$ cat config.mk
export PLATFORM = sky130hd
export DESIGN_NAME = modbus_rtu_response_deframer
export DESIGN_NICKNAME = d
export VERILOG_FILES = /design/src/rtl/mrd_pkg.sv /design/src/rtl/mrd_in_reg.sv /design/src/rtl/mrd_frame.sv /design/src/rtl/mrd_out_reg.sv /design/src/rtl/modbus_rtu_response_deframer.sv
export SDC_FILE = /design/constraint.sdc
export NUM_CORES = 1
export LEC_CHECK = 0
export ABC_AREA = 1
export BUFFER_PORTS_ARGS = -buffer_cell sky130_fd_sc_hd__buf_2
export CORE_ASPECT_RATIO = 1.75
export CORE_MARGIN = 5
export CORE_UTILIZATION = 40
export CTS_BUF_LIST = sky130_fd_sc_hd__clkbuf_8
export DETAILED_ROUTE_END_ITERATION = 10
export HOLD_SLACK_MARGIN = 0.05
export SYNTH_ARGS = -nofsm -noshare
export SYNTH_HDL_FRONTEND = slang
export SYNTH_SLANG_ARGS = --single-unit
$ cat constraint.sdc
create_clock -name aclk -period 8.5 [get_ports aclk]
set_clock_uncertainty 0.1 [all_clocks]
set_input_delay 1.7 -clock aclk [delete_from_list [all_inputs] [get_ports aclk]]
set_output_delay 1.7 -clock aclk [all_outputs]
set_load 0.01 [all_outputs]
$ cat src/rtl/mrd_pkg.sv
// ----------------------------------------------------------------------------
// mrd_pkg: shared types, constants and the CRC step of the response deframer
// Holds the frame kind codes, frame length limits, register indexes and the
// byte-wise CRC-16 update (reflected polynomial 0xA001).
// ----------------------------------------------------------------------------
package mrd_pkg;

    // Field widths
    localparam int ByteW      = 8;
    localparam int CrcW       = 16;
    localparam int CountW     = 11;
    localparam int IdleW      = 16;
    localparam int KindW      = 3;
    localparam int CfgW       = 16;
    localparam int CfgIndexW  = 2;
    localparam int HeaderN    = 6;
    localparam int HeaderIdxW = 3;
    localparam int OutDataW   = 72;

    // CRC and frame constants
    localparam logic [CrcW-1:0]   CrcInit   = 16'hFFFF;
    localparam logic [CrcW-1:0]   CrcPoly   = 16'hA001;
    localparam logic [CountW-1:0] LenMeter  = 11'd205;
    localparam logic [CountW-1:0] LenPoll   = 11'd41;
    localparam logic [CountW-1:0] LenEcho   = 11'd8;
    localparam logic [CountW-1:0] CountMax  = 11'd2047;
    localparam logic [CountW-1:0] MinFrame  = 11'd3;
    localparam logic [IdleW-1:0]  IdleMax   = 16'hFFFF;
    localparam logic [ByteW-1:0]  FuncRead  = 8'd3;
    localparam logic [ByteW-1:0]  FuncWrite = 8'd6;

    // Register reset values
    localparam logic [IdleW-1:0]  IdleTimeoutReset = 16'd2000;
    localparam logic [CountW-1:0] OverflowReset    = 11'd1000;
    localparam logic [CountW-1:0] LongFrameReset   = 11'd100;

    // Configuration register indexes
    typedef enum logic [CfgIndexW-1:0] {
        REG_IDLE_TIMEOUT = 2'd0,
        REG_OVERFLOW     = 2'd1,
        REG_LONG_FRAME   = 2'd2
    } cfg_reg_t;

    // Input word kinds
    typedef enum logic {
        CMD_BYTE = 1'b0,
        CMD_TICK = 1'b1
    } command_t;

    // Frame kinds reported on the result channel
    typedef enum logic [KindW-1:0] {
        KIND_METER   = 3'd0,
        KIND_POLL    = 3'd1,
        KIND_ECHO    = 3'd2,
        KIND_BAD_LEN = 3'd3,
        KIND_UNKNOWN = 3'd4
    } frame_kind_t;

    // One decoded response
    typedef struct packed {
        frame_kind_t       frame_kind;
        logic [ByteW-1:0]  slave_address;
        logic [ByteW-1:0]  function_code;
        logic [CountW-1:0] frame_length;
        logic [15:0]       station_word;
        logic [ByteW-1:0]  register_index;
        logic [15:0]       register_value;
    } frame_result_t;

    // Configuration values handed to the frame tracker
    typedef struct packed {
        logic [IdleW-1:0]  idle_timeout;
        logic [CountW-1:0] overflow_limit;
        logic [CountW-1:0] long_threshold;
    } frame_cfg_t;

    // Fold one byte into the running CRC, one bit per step
    function automatic logic [CrcW-1:0] crc_byte(input logic [CrcW-1:0] crc_in,
                                                 input logic [ByteW-1:0] data);
        logic [CrcW-1:0] crc;
        crc = crc_in ^ {{(CrcW-ByteW){1'b0}}, data};
        for (int i = 0; i < ByteW; i++) begin
            if (crc[0]) begin
                crc = (crc >> 1) ^ CrcPoly;
            end else begin
                crc = crc >> 1;
            end
        end
        return crc;
    endfunction

endpackage

$ cat src/rtl/mrd_in_reg.sv
// ----------------------------------------------------------------------------
// mrd_in_reg: input word register
// Captures one input word and holds it until the frame stage takes it.
// ----------------------------------------------------------------------------
module mrd_in_reg (
    input  logic                      aclk,
    input  logic                      aresetn,
    input  logic                      s_tvalid,
    output logic                      s_tready,
    input  logic [mrd_pkg::ByteW-1:0] s_tdata,
    input  logic                      s_tuser,
    input  logic                      take,
    output logic                      word_valid,
    output logic [mrd_pkg::ByteW-1:0] word_byte,
    output logic                      word_cmd
);
    import mrd_pkg::*;

    logic             valid_reg, valid_next;
    logic [ByteW-1:0] byte_reg;
    logic             cmd_reg;

    // Accept when empty or when the held word leaves this cycle
    assign s_tready = !valid_reg || take;

    always_comb begin
        valid_next = valid_reg;
        if (s_tvalid && s_tready) begin
            valid_next = 1'b1;
        end else if (take) begin
            valid_next = 1'b0;
        end
    end

    always_ff @(posedge aclk) begin
        if (!aresetn) begin
            valid_reg <= 1'b0;
        end else begin
            valid_reg <= valid_next;
        end
    end

    // Hold the payload of the accepted word
    always_ff @(posedge aclk) begin
        if (s_tvalid && s_tready) begin
            byte_reg <= s_tdata;
            cmd_reg  <= s_tuser;
        end
    end

    assign word_valid = valid_reg;
    assign word_byte  = byte_reg;
    assign word_cmd   = cmd_reg;

endmodule

$ cat src/rtl/mrd_frame.sv
// ----------------------------------------------------------------------------
// mrd_frame: frame tracker
// Keeps the running CRC, byte count, idle count and header bytes, and
// classifies a frame of over three bytes once its CRC residue is zero.
// ----------------------------------------------------------------------------
module mrd_frame (
    input  logic                       aclk,
    input  logic                       aresetn,
    input  logic                       step,
    input  logic [mrd_pkg::ByteW-1:0]  word_byte,
    input  logic                       word_cmd,
    input  mrd_pkg::frame_cfg_t        cfg,
    output logic                       res_valid,
    output mrd_pkg::frame_result_t     result
);
    import mrd_pkg::*;

    logic [CrcW-1:0]   crc_reg, crc_next;
    logic [CountW-1:0] count_reg, count_next;
    logic [IdleW-1:0]  idle_reg, idle_next;
    logic [ByteW-1:0]  hdr_reg [HeaderN];
    logic [ByteW-1:0]  hdr_next [HeaderN];

    logic [CrcW-1:0]   crc_step;
    logic [CountW-1:0] count_step;
    logic [IdleW-1:0]  idle_step;
    logic              frame_done;
    logic [ByteW-1:0]  hb3, hb4, hb5;
    frame_kind_t       kind;

    // Byte path: CRC, count and header write
    always_comb begin
        crc_step   = crc_byte(crc_reg, word_byte);
        count_step = (count_reg < CountMax) ? count_reg + 11'd1 : count_reg;
        idle_step  = (idle_reg < IdleMax) ? idle_reg + 16'd1 : idle_reg;
        for (int i = 0; i < HeaderN; i++) begin
            hdr_next[i] = hdr_reg[i];
            if (count_reg == CountW'(i)) begin
                hdr_next[i] = word_byte;
            end
        end
    end

    assign frame_done = step && (word_cmd == CMD_BYTE) &&
                        (count_step > MinFrame) && (crc_step == '0);

    // Next state of the tracker
    always_comb begin
        crc_next   = crc_reg;
        count_next = count_reg;
        idle_next  = idle_reg;
        if (step) begin
            if (word_cmd == CMD_TICK) begin
                if (count_reg != '0) begin
                    if (idle_step >= cfg.idle_timeout) begin
                        crc_next   = CrcInit;
                        count_next = '0;
                        idle_next  = '0;
                    end else begin
                        idle_next = idle_step;
                    end
                end
            end else if (frame_done || (count_step > cfg.overflow_limit)) begin
                crc_next   = CrcInit;
                count_next = '0;
                idle_next  = '0;
            end else begin
                crc_next   = crc_step;
                count_next = count_step;
                idle_next  = '0;
            end
        end
    end

    always_ff @(posedge aclk) begin
        if (!aresetn) begin
            crc_reg   <= CrcInit;
            count_reg <= '0;
            idle_reg  <= '0;
        end else begin
            crc_reg   <= crc_next;
            count_reg <= count_next;
            idle_reg  <= idle_next;
        end
    end

    // Header bytes are written only on byte words
    always_ff @(posedge aclk) begin
        if (step && (word_cmd == CMD_BYTE)) begin
            for (int i = 0; i < HeaderN; i++) begin
                hdr_reg[i] <= hdr_next[i];
            end
        end
    end

    // Header bytes past the frame end read as zero
    assign hb3 = (count_step > 11'd3) ? hdr_next[3] : '0;
    assign hb4 = (count_step > 11'd4) ? hdr_next[4] : '0;
    assign hb5 = (count_step > 11'd5) ? hdr_next[5] : '0;

    // Sort the frame by function code and length
    always_comb begin
        if (hdr_next[1] == FuncRead) begin
            if (count_step > cfg.long_threshold) begin
                kind = (count_step == LenMeter) ? KIND_METER : KIND_BAD_LEN;
            end else begin
                kind = (count_step == LenPoll) ? KIND_POLL : KIND_BAD_LEN;
            end
        end else if (hdr_next[1] == FuncWrite) begin
            kind = (count_step == LenEcho) ? KIND_ECHO : KIND_BAD_LEN;
        end else begin
            kind = KIND_UNKNOWN;
        end
    end

    assign res_valid = frame_done;

    always_comb begin
        result.frame_kind     = kind;
        result.slave_address  = hdr_next[0];
        result.function_code  = hdr_next[1];
        result.frame_length   = count_step;
        result.station_word   = {hb3, hb4};
        result.register_index = hb3;
        result.register_value = {hb4, hb5};
    end

endmodule

$ cat src/rtl/mrd_out_reg.sv
// ----------------------------------------------------------------------------
// mrd_out_reg: result register
// Holds one decoded response until the downstream side takes it.
// ----------------------------------------------------------------------------
module mrd_out_reg (
    input  logic                         aclk,
    input  logic                         aresetn,
    input  logic                         load,
    input  mrd_pkg::frame_result_t       result,
    output logic                         busy,
    output logic                         m_tvalid,
    input  logic                         m_tready,
    output logic [mrd_pkg::OutDataW-1:0] m_tdata
);
    import mrd_pkg::*;

    logic          valid_reg, valid_next;
    frame_result_t data_reg;

    // Busy while a result waits and is not taken this cycle
    assign busy = valid_reg && !m_tready;

    always_comb begin
        valid_next = valid_reg;
        if (load) begin
            valid_next = 1'b1;
        end else if (m_tready) begin
            valid_next = 1'b0;
        end
    end

    always_ff @(posedge aclk) begin
        if (!aresetn) begin
            valid_reg <= 1'b0;
        end else begin
            valid_reg <= valid_next;
        end
    end

    always_ff @(posedge aclk) begin
        if (load) begin
            data_reg <= result;
        end
    end

    // Pack fields, first field in the lowest bits
    assign m_tvalid = valid_reg;
    assign m_tdata  = {2'b00,
                       data_reg.register_value,
                       data_reg.register_index,
                       data_reg.station_word,
                       data_reg.frame_length,
                       data_reg.function_code,
                       data_reg.slave_address,
                       data_reg.frame_kind};

endmodule

$ cat src/rtl/modbus_rtu_response_deframer.sv
// ----------------------------------------------------------------------------
// modbus_rtu_response_deframer: Modbus RTU response receiver with CRC-16
// Accumulates received bytes and idle ticks into a response frame, checks
// the CRC after every byte and reports the kind and header of each frame.
//
//   channel  direction  handshake           payload
//   s_       in         s_tvalid/s_tready   tdata rx_byte, tuser command
//   m_       out        m_tvalid/m_tready   tdata decoded response
//   cfg_     in         cfg_we              cfg_index, cfg_wdata
//
// One word per cycle while no untaken result stalls the frame stage; an accepted
// word waits in the input register while the CRC/count update in mrd_frame runs,
// and the result register then loads the decoded result.
// An untaken result in the result register stalls the frame stage, and with
// it the input, for as long as it waits. Reset is synchronous, active low; it
// clears the CRC, counts, valid flags and configuration registers to their defaults. No clearing pass.
// ----------------------------------------------------------------------------
module modbus_rtu_response_deframer (
    input  logic                          aclk,
    input  logic                          aresetn,
    input  logic                          s_tvalid,
    output logic                          s_tready,
    input  logic [mrd_pkg::ByteW-1:0]     s_tdata,   // [7:0] rx_byte
    input  logic                          s_tuser,   // [0] command
    output logic                          m_tvalid,
    input  logic                          m_tready,
    // [2:0] frame_kind, [10:3] slave_address, [18:11] function_code,
    // [29:19] frame_length, [45:30] station_word, [53:46] register_index,
    // [69:54] register_value, [71:70] zero
    output logic [mrd_pkg::OutDataW-1:0]  m_tdata,
    input  logic                          cfg_we,
    input  logic [mrd_pkg::CfgIndexW-1:0] cfg_index,
    input  logic [mrd_pkg::CfgW-1:0]      cfg_wdata
);
    import mrd_pkg::*;

    logic              word_valid;
    logic [ByteW-1:0]  word_byte;
    logic              word_cmd;
    logic              step;
    logic              out_busy;
    logic              res_valid;
    frame_result_t     result;
    frame_cfg_t        cfg;

    logic [IdleW-1:0]  idle_timeout_reg;
    logic [CountW-1:0] overflow_reg;
    logic [CountW-1:0] long_frame_reg;

    // Configuration registers; unlisted indexes are dropped
    always_ff @(posedge aclk) begin
        if (!aresetn) begin
            idle_timeout_reg <= IdleTimeoutReset;
            overflow_reg     <= OverflowReset;
            long_frame_reg   <= LongFrameReset;
        end else if (cfg_we) begin
            case (cfg_index)
                REG_IDLE_TIMEOUT: idle_timeout_reg <= cfg_wdata;
                REG_OVERFLOW:     overflow_reg     <= cfg_wdata[CountW-1:0];
                REG_LONG_FRAME:   long_frame_reg   <= cfg_wdata[CountW-1:0];
                default:          ;
            endcase
        end
    end

    assign cfg.idle_timeout   = idle_timeout_reg;
    assign cfg.overflow_limit = overflow_reg;
    assign cfg.long_threshold = long_frame_reg;

    // Advance a word whenever the result register can take a result
    assign step = word_valid && !out_busy;

    mrd_in_reg u_in_reg (
        .aclk       (aclk),
        .aresetn    (aresetn),
        .s_tvalid   (s_tvalid),
        .s_tready   (s_tready),
        .s_tdata    (s_tdata),
        .s_tuser    (s_tuser),
        .take       (step),
        .word_valid (word_valid),
        .word_byte  (word_byte),
        .word_cmd   (word_cmd)
    );

    mrd_frame u_frame (
        .aclk      (aclk),
        .aresetn   (aresetn),
        .step      (step),
        .word_byte (word_byte),
        .word_cmd  (word_cmd),
        .cfg       (cfg),
        .res_valid (res_valid),
        .result    (result)
    );

    mrd_out_reg u_out_reg (
        .aclk     (aclk),
        .aresetn  (aresetn),
        .load     (res_valid),
        .result   (result),
        .busy     (out_busy),
        .m_tvalid (m_tvalid),
        .m_tready (m_tready),
        .m_tdata  (m_tdata)
    );

endmodule

==> flow_metrics.env <==
export IMPL_routed_wl_um=22300
export IMPL_worstPathArrival_ns=2.25
export IMPL_routed_via_density=4.891
export IMPL_cts_made_buffers=17
export IMPL_hold_end="idle_timeout_reg[13]"
export IMPL_min_period_ns=4.047
export IMPL_area_growth_pct=10.80
export IMPL_reg2regPathDepth=16
export IMPL_ctsResizeCount=0
export IMPL_r2r_end="u_frame.idle_reg[15]"
export IMPL_detail_route_antenna_nets=0
export IMPL_htree_num_levels=4
export IMPL_post_cts_setup_buffer_count=0
export IMPL_max_slew_margin=0.2100
export IMPL_crit_path_end_kind="primary output"
export IMPL_min_from="idle_timeout_reg[13]"
export IMPL_n_fill_cell=2418
export IMPL_cts_sinks=186
export IMPL_irDropWorstVdd_mv=0.07911
export IMPL_portBuffers=103
export IMPL_cpMostUsedCell="buf_2"
export IMPL_cellLeakagePower_nw=4.686
export IMPL_die_w_um=126.9
export IMPL_core_area_um2=23840
export IMPL_worst_setup_path_type="input pin to primary output"
export IMPL_r2r_start="u_frame.idle_reg[0]"
export IMPL_clk_latency_ns=0.49
export IMPL_route_detailed_drc=0
export IMPL_grt_pass1_wl_um=35820
export IMPL_dp_hpwl_um=16670
export IMPL_syn_inst=1108
export IMPL_final_area_um2=10610
export IMPL_diodes=0
export IMPL_yosysWarnings=0
export IMPL_final_layout_size_suffix_gt1_frac=0.1604
export IMPL_cts_tree="done"
export IMPL_grt_usage=0.1668
export IMPL_slowest_stage="nor2_1"
export IMPL_path_cells="buf_2 -> nor2_1 -> nand2_1 -> buf_2"
export IMPL_largest_register_ff_count=54
export IMPL_wl_per_cell_um=14.76
export IMPL_netlist_area_um2=9573
export IMPL_place_area_um2=10230
export IMPL_drtIter0Drc=367
export IMPL_multi_input_area_um2=3969
export IMPL_io_pins=106
export IMPL_clockBufferDepth=2
export IMPL_clk_pin_slew_ns=0.10
export IMPL_start_util=0.4016
export IMPL_tightest_slew_ns=1.182
export IMPL_hold_path_class="flip-flop to flip-flop"
export IMPL_status="completed"
export IMPL_path_buf_inv=2
export IMPL_hold_viol=0
export IMPL_cts_root_buf="clkbuf_8"
export IMPL_antenna_found_initial=0
export IMPL_yosys_register_bits=186
export IMPL_cts_hold_buffers=0
export IMPL_grt_max_degree=55
export IMPL_r2r_slack_ns=4.62
export IMPL_worstSetupStartpointType="input pin"
export IMPL_ys_seq_area_frac=0.4967
export IMPL_setup_viol=0
export IMPL_overflow=0
export IMPL_finalPower_mw=1.790
export IMPL_cp_data_required_time_ns=6.70
export IMPL_synth_cell_types=44
export IMPL_final_setup_tns_ns=0
export IMPL_rsz0062_at_grt="false"
export IMPL_avgSynthCellArea_um2=8.640
export IMPL_fp_dieArea_um2=27250
export IMPL_crit_fanout=3
export IMPL_min_delay_path_depth=2
export IMPL_die_h_um=214.7
export IMPL_p_per_area_nw_per_um2=168.8
export IMPL_slowest_delay_ns=0.18
export IMPL_slew_violations=0
export IMPL_gp_congestion=0.8302
export IMPL_maxCapViolCount=0
export IMPL_max_freq_mhz=247.1
export IMPL_rows=75
export IMPL_via_count=7391
export IMPL_cp_top_family="simple AND/OR/NAND/NOR gates"
export IMPL_regArea_um2=4755
export IMPL_drt_first_pass_iters=5
export IMPL_nNetsFinal=1265
export IMPL_grt_pass1_vias=6993
export IMPL_period_share=0.4761
-- worst max-delay path by stage --
| stage | from | endpoint | slack, ns | cells past startpoint |
|---|---|---|---|---|
| finish | m_tready | s_tready | 4.45 | 4 |
| global route | u_frame.idle_reg[0] | u_frame.crc_reg[9] | 4.18 | 17 |
| global placement | m_tready | u_out_reg.m_tdata[62] | 4.45 | 10 |
| floorplan | m_tready | u_out_reg.m_tdata[0] | 4.35 | 8 |
| detailed placement | m_tready | s_tready | 4.44 | 4 |
| CTS | m_tready | s_tready | 4.45 | 4 |
-- per-layer routing --
metal / track usage / vias up / part of all wire
met5: 0 / - / 0
met3: 0.02642 / 33 / 0.036
met1: 0.1819 / 3386 / 0.39
met2: 0.3124 / 152 / 0.55
li1: - / 3820 / -
met4: 0.07194 / 0 / 0.025
-- cell families after synthesis --
| logic type | synth area share |
|---|---|
| compound gates | 0.1107 |
| simple gates | 0.2187 |
| flops | 0.4967 |
| buf+inv | 0.08914 |
| fa+ha+maj | 0.05620 |
| other cells | 0.0003917 |
| xor+xnor | 0.02823 |
-- stage by stage --
step / instances / hold WS, ns / setup WS [ns] / utilization
5_1_grt: 1511 / 0.3825 / 4.175 / 0.4450
4_1_cts: 1511 / 0.3686 / 4.446 / 0.4450
3_3_place_gp: 1479 / 0.3446 / 4.445 / 0.4293
6_report: 1511 / 0.3656 / 4.453 / 0.4450
2_1_floorplan: 1109 / 0.3331 / 4.352 / -
3_5_place_dp: 1479 / 0.3548 / 4.444 / 0.4293
-- cells in the final DEF (no fill, tap or decap), types with 2 or more instances in the layout --
| cell | count |
|---|---|
| xnor2_1 | 15 |
| inv_1 | 143 |
| conb_1 | 2 |
| inv_6 | 5 |
| clkinvlp_4 | 5 |
| dfxtp_1 | 83 |
| o21a_1 | 2 |
| edfxtp_1 | 103 |
| nor2_2 | 5 |
| o21bai_1 | 2 |
| a21oi_1 | 79 |
| buf_4 | 5 |
| a21oi_2 | 11 |
| o21ai_1 | 3 |
| clkbuf_8 | 17 |
| nand2_1 | 254 |
| xor2_1 | 14 |
| nor2_4 | 4 |
| o21ai_0 | 70 |
| ha_1 | 43 |
| nand3_2 | 16 |
| nor3_1 | 17 |
| nand3_1 | 67 |
| or2_2 | 2 |
| nand4_1 | 15 |
| clkinv_1 | 3 |
| nor2_1 | 68 |
| buf_2 | 103 |
| nand2_2 | 3 |
| o211ai_1 | 17 |
| inv_2 | 7 |
| nor4_1 | 5 |
| a211oi_1 | 2 |
-- area by class of cell --
cell class,count,share of cell area
inverters,152,0.05379
flip-flops and latches,186,0.4483
clock buffers,17,0.02206
repair buffers,108,0.05214
clock inverters,15,0.01321
well taps,308,0.03633
multi-input cells,725,0.3742
-- cell usage after synthesis (all sizes together) --
cell    number  area share
dfxtp       83        0.17
or2          2      0.0013
o21bai       2      0.0016
or3          1     0.00065
o31ai        1     0.00078
nand2      259        0.10
a31oi        1     0.00065
o21ai       74       0.040
nand4       17       0.013
conb         1     0.00039
inv        150       0.059
buf         28       0.022
nand3       83       0.052
clkinv       2     0.00078
nor2        77       0.035
ha          43       0.056
xnor2       15       0.014
xor2        15       0.015
nor4         5      0.0033
clkbuf      18      0.0071
o21a         2      0.0016
a21oi       90       0.051
o211ai      17       0.013
a211oi       2      0.0016
nor3        17      0.0089
edfxtp     103        0.32
-- worst min-delay path: stages, from the launching register on --
cell and delay (ns):
dfxtp_1 0.31, inv_1 0.06, a21oi_1 0.06
-- power breakdown --
part	total [mW]	internal [mW]	switching (mW)
Combinational	0.225	0.0726	0.152
Clock	0.568	0.236	0.332
Sequential	0.997	0.980	0.0170
Note: power is estimated with default switching activity, not from simulation.
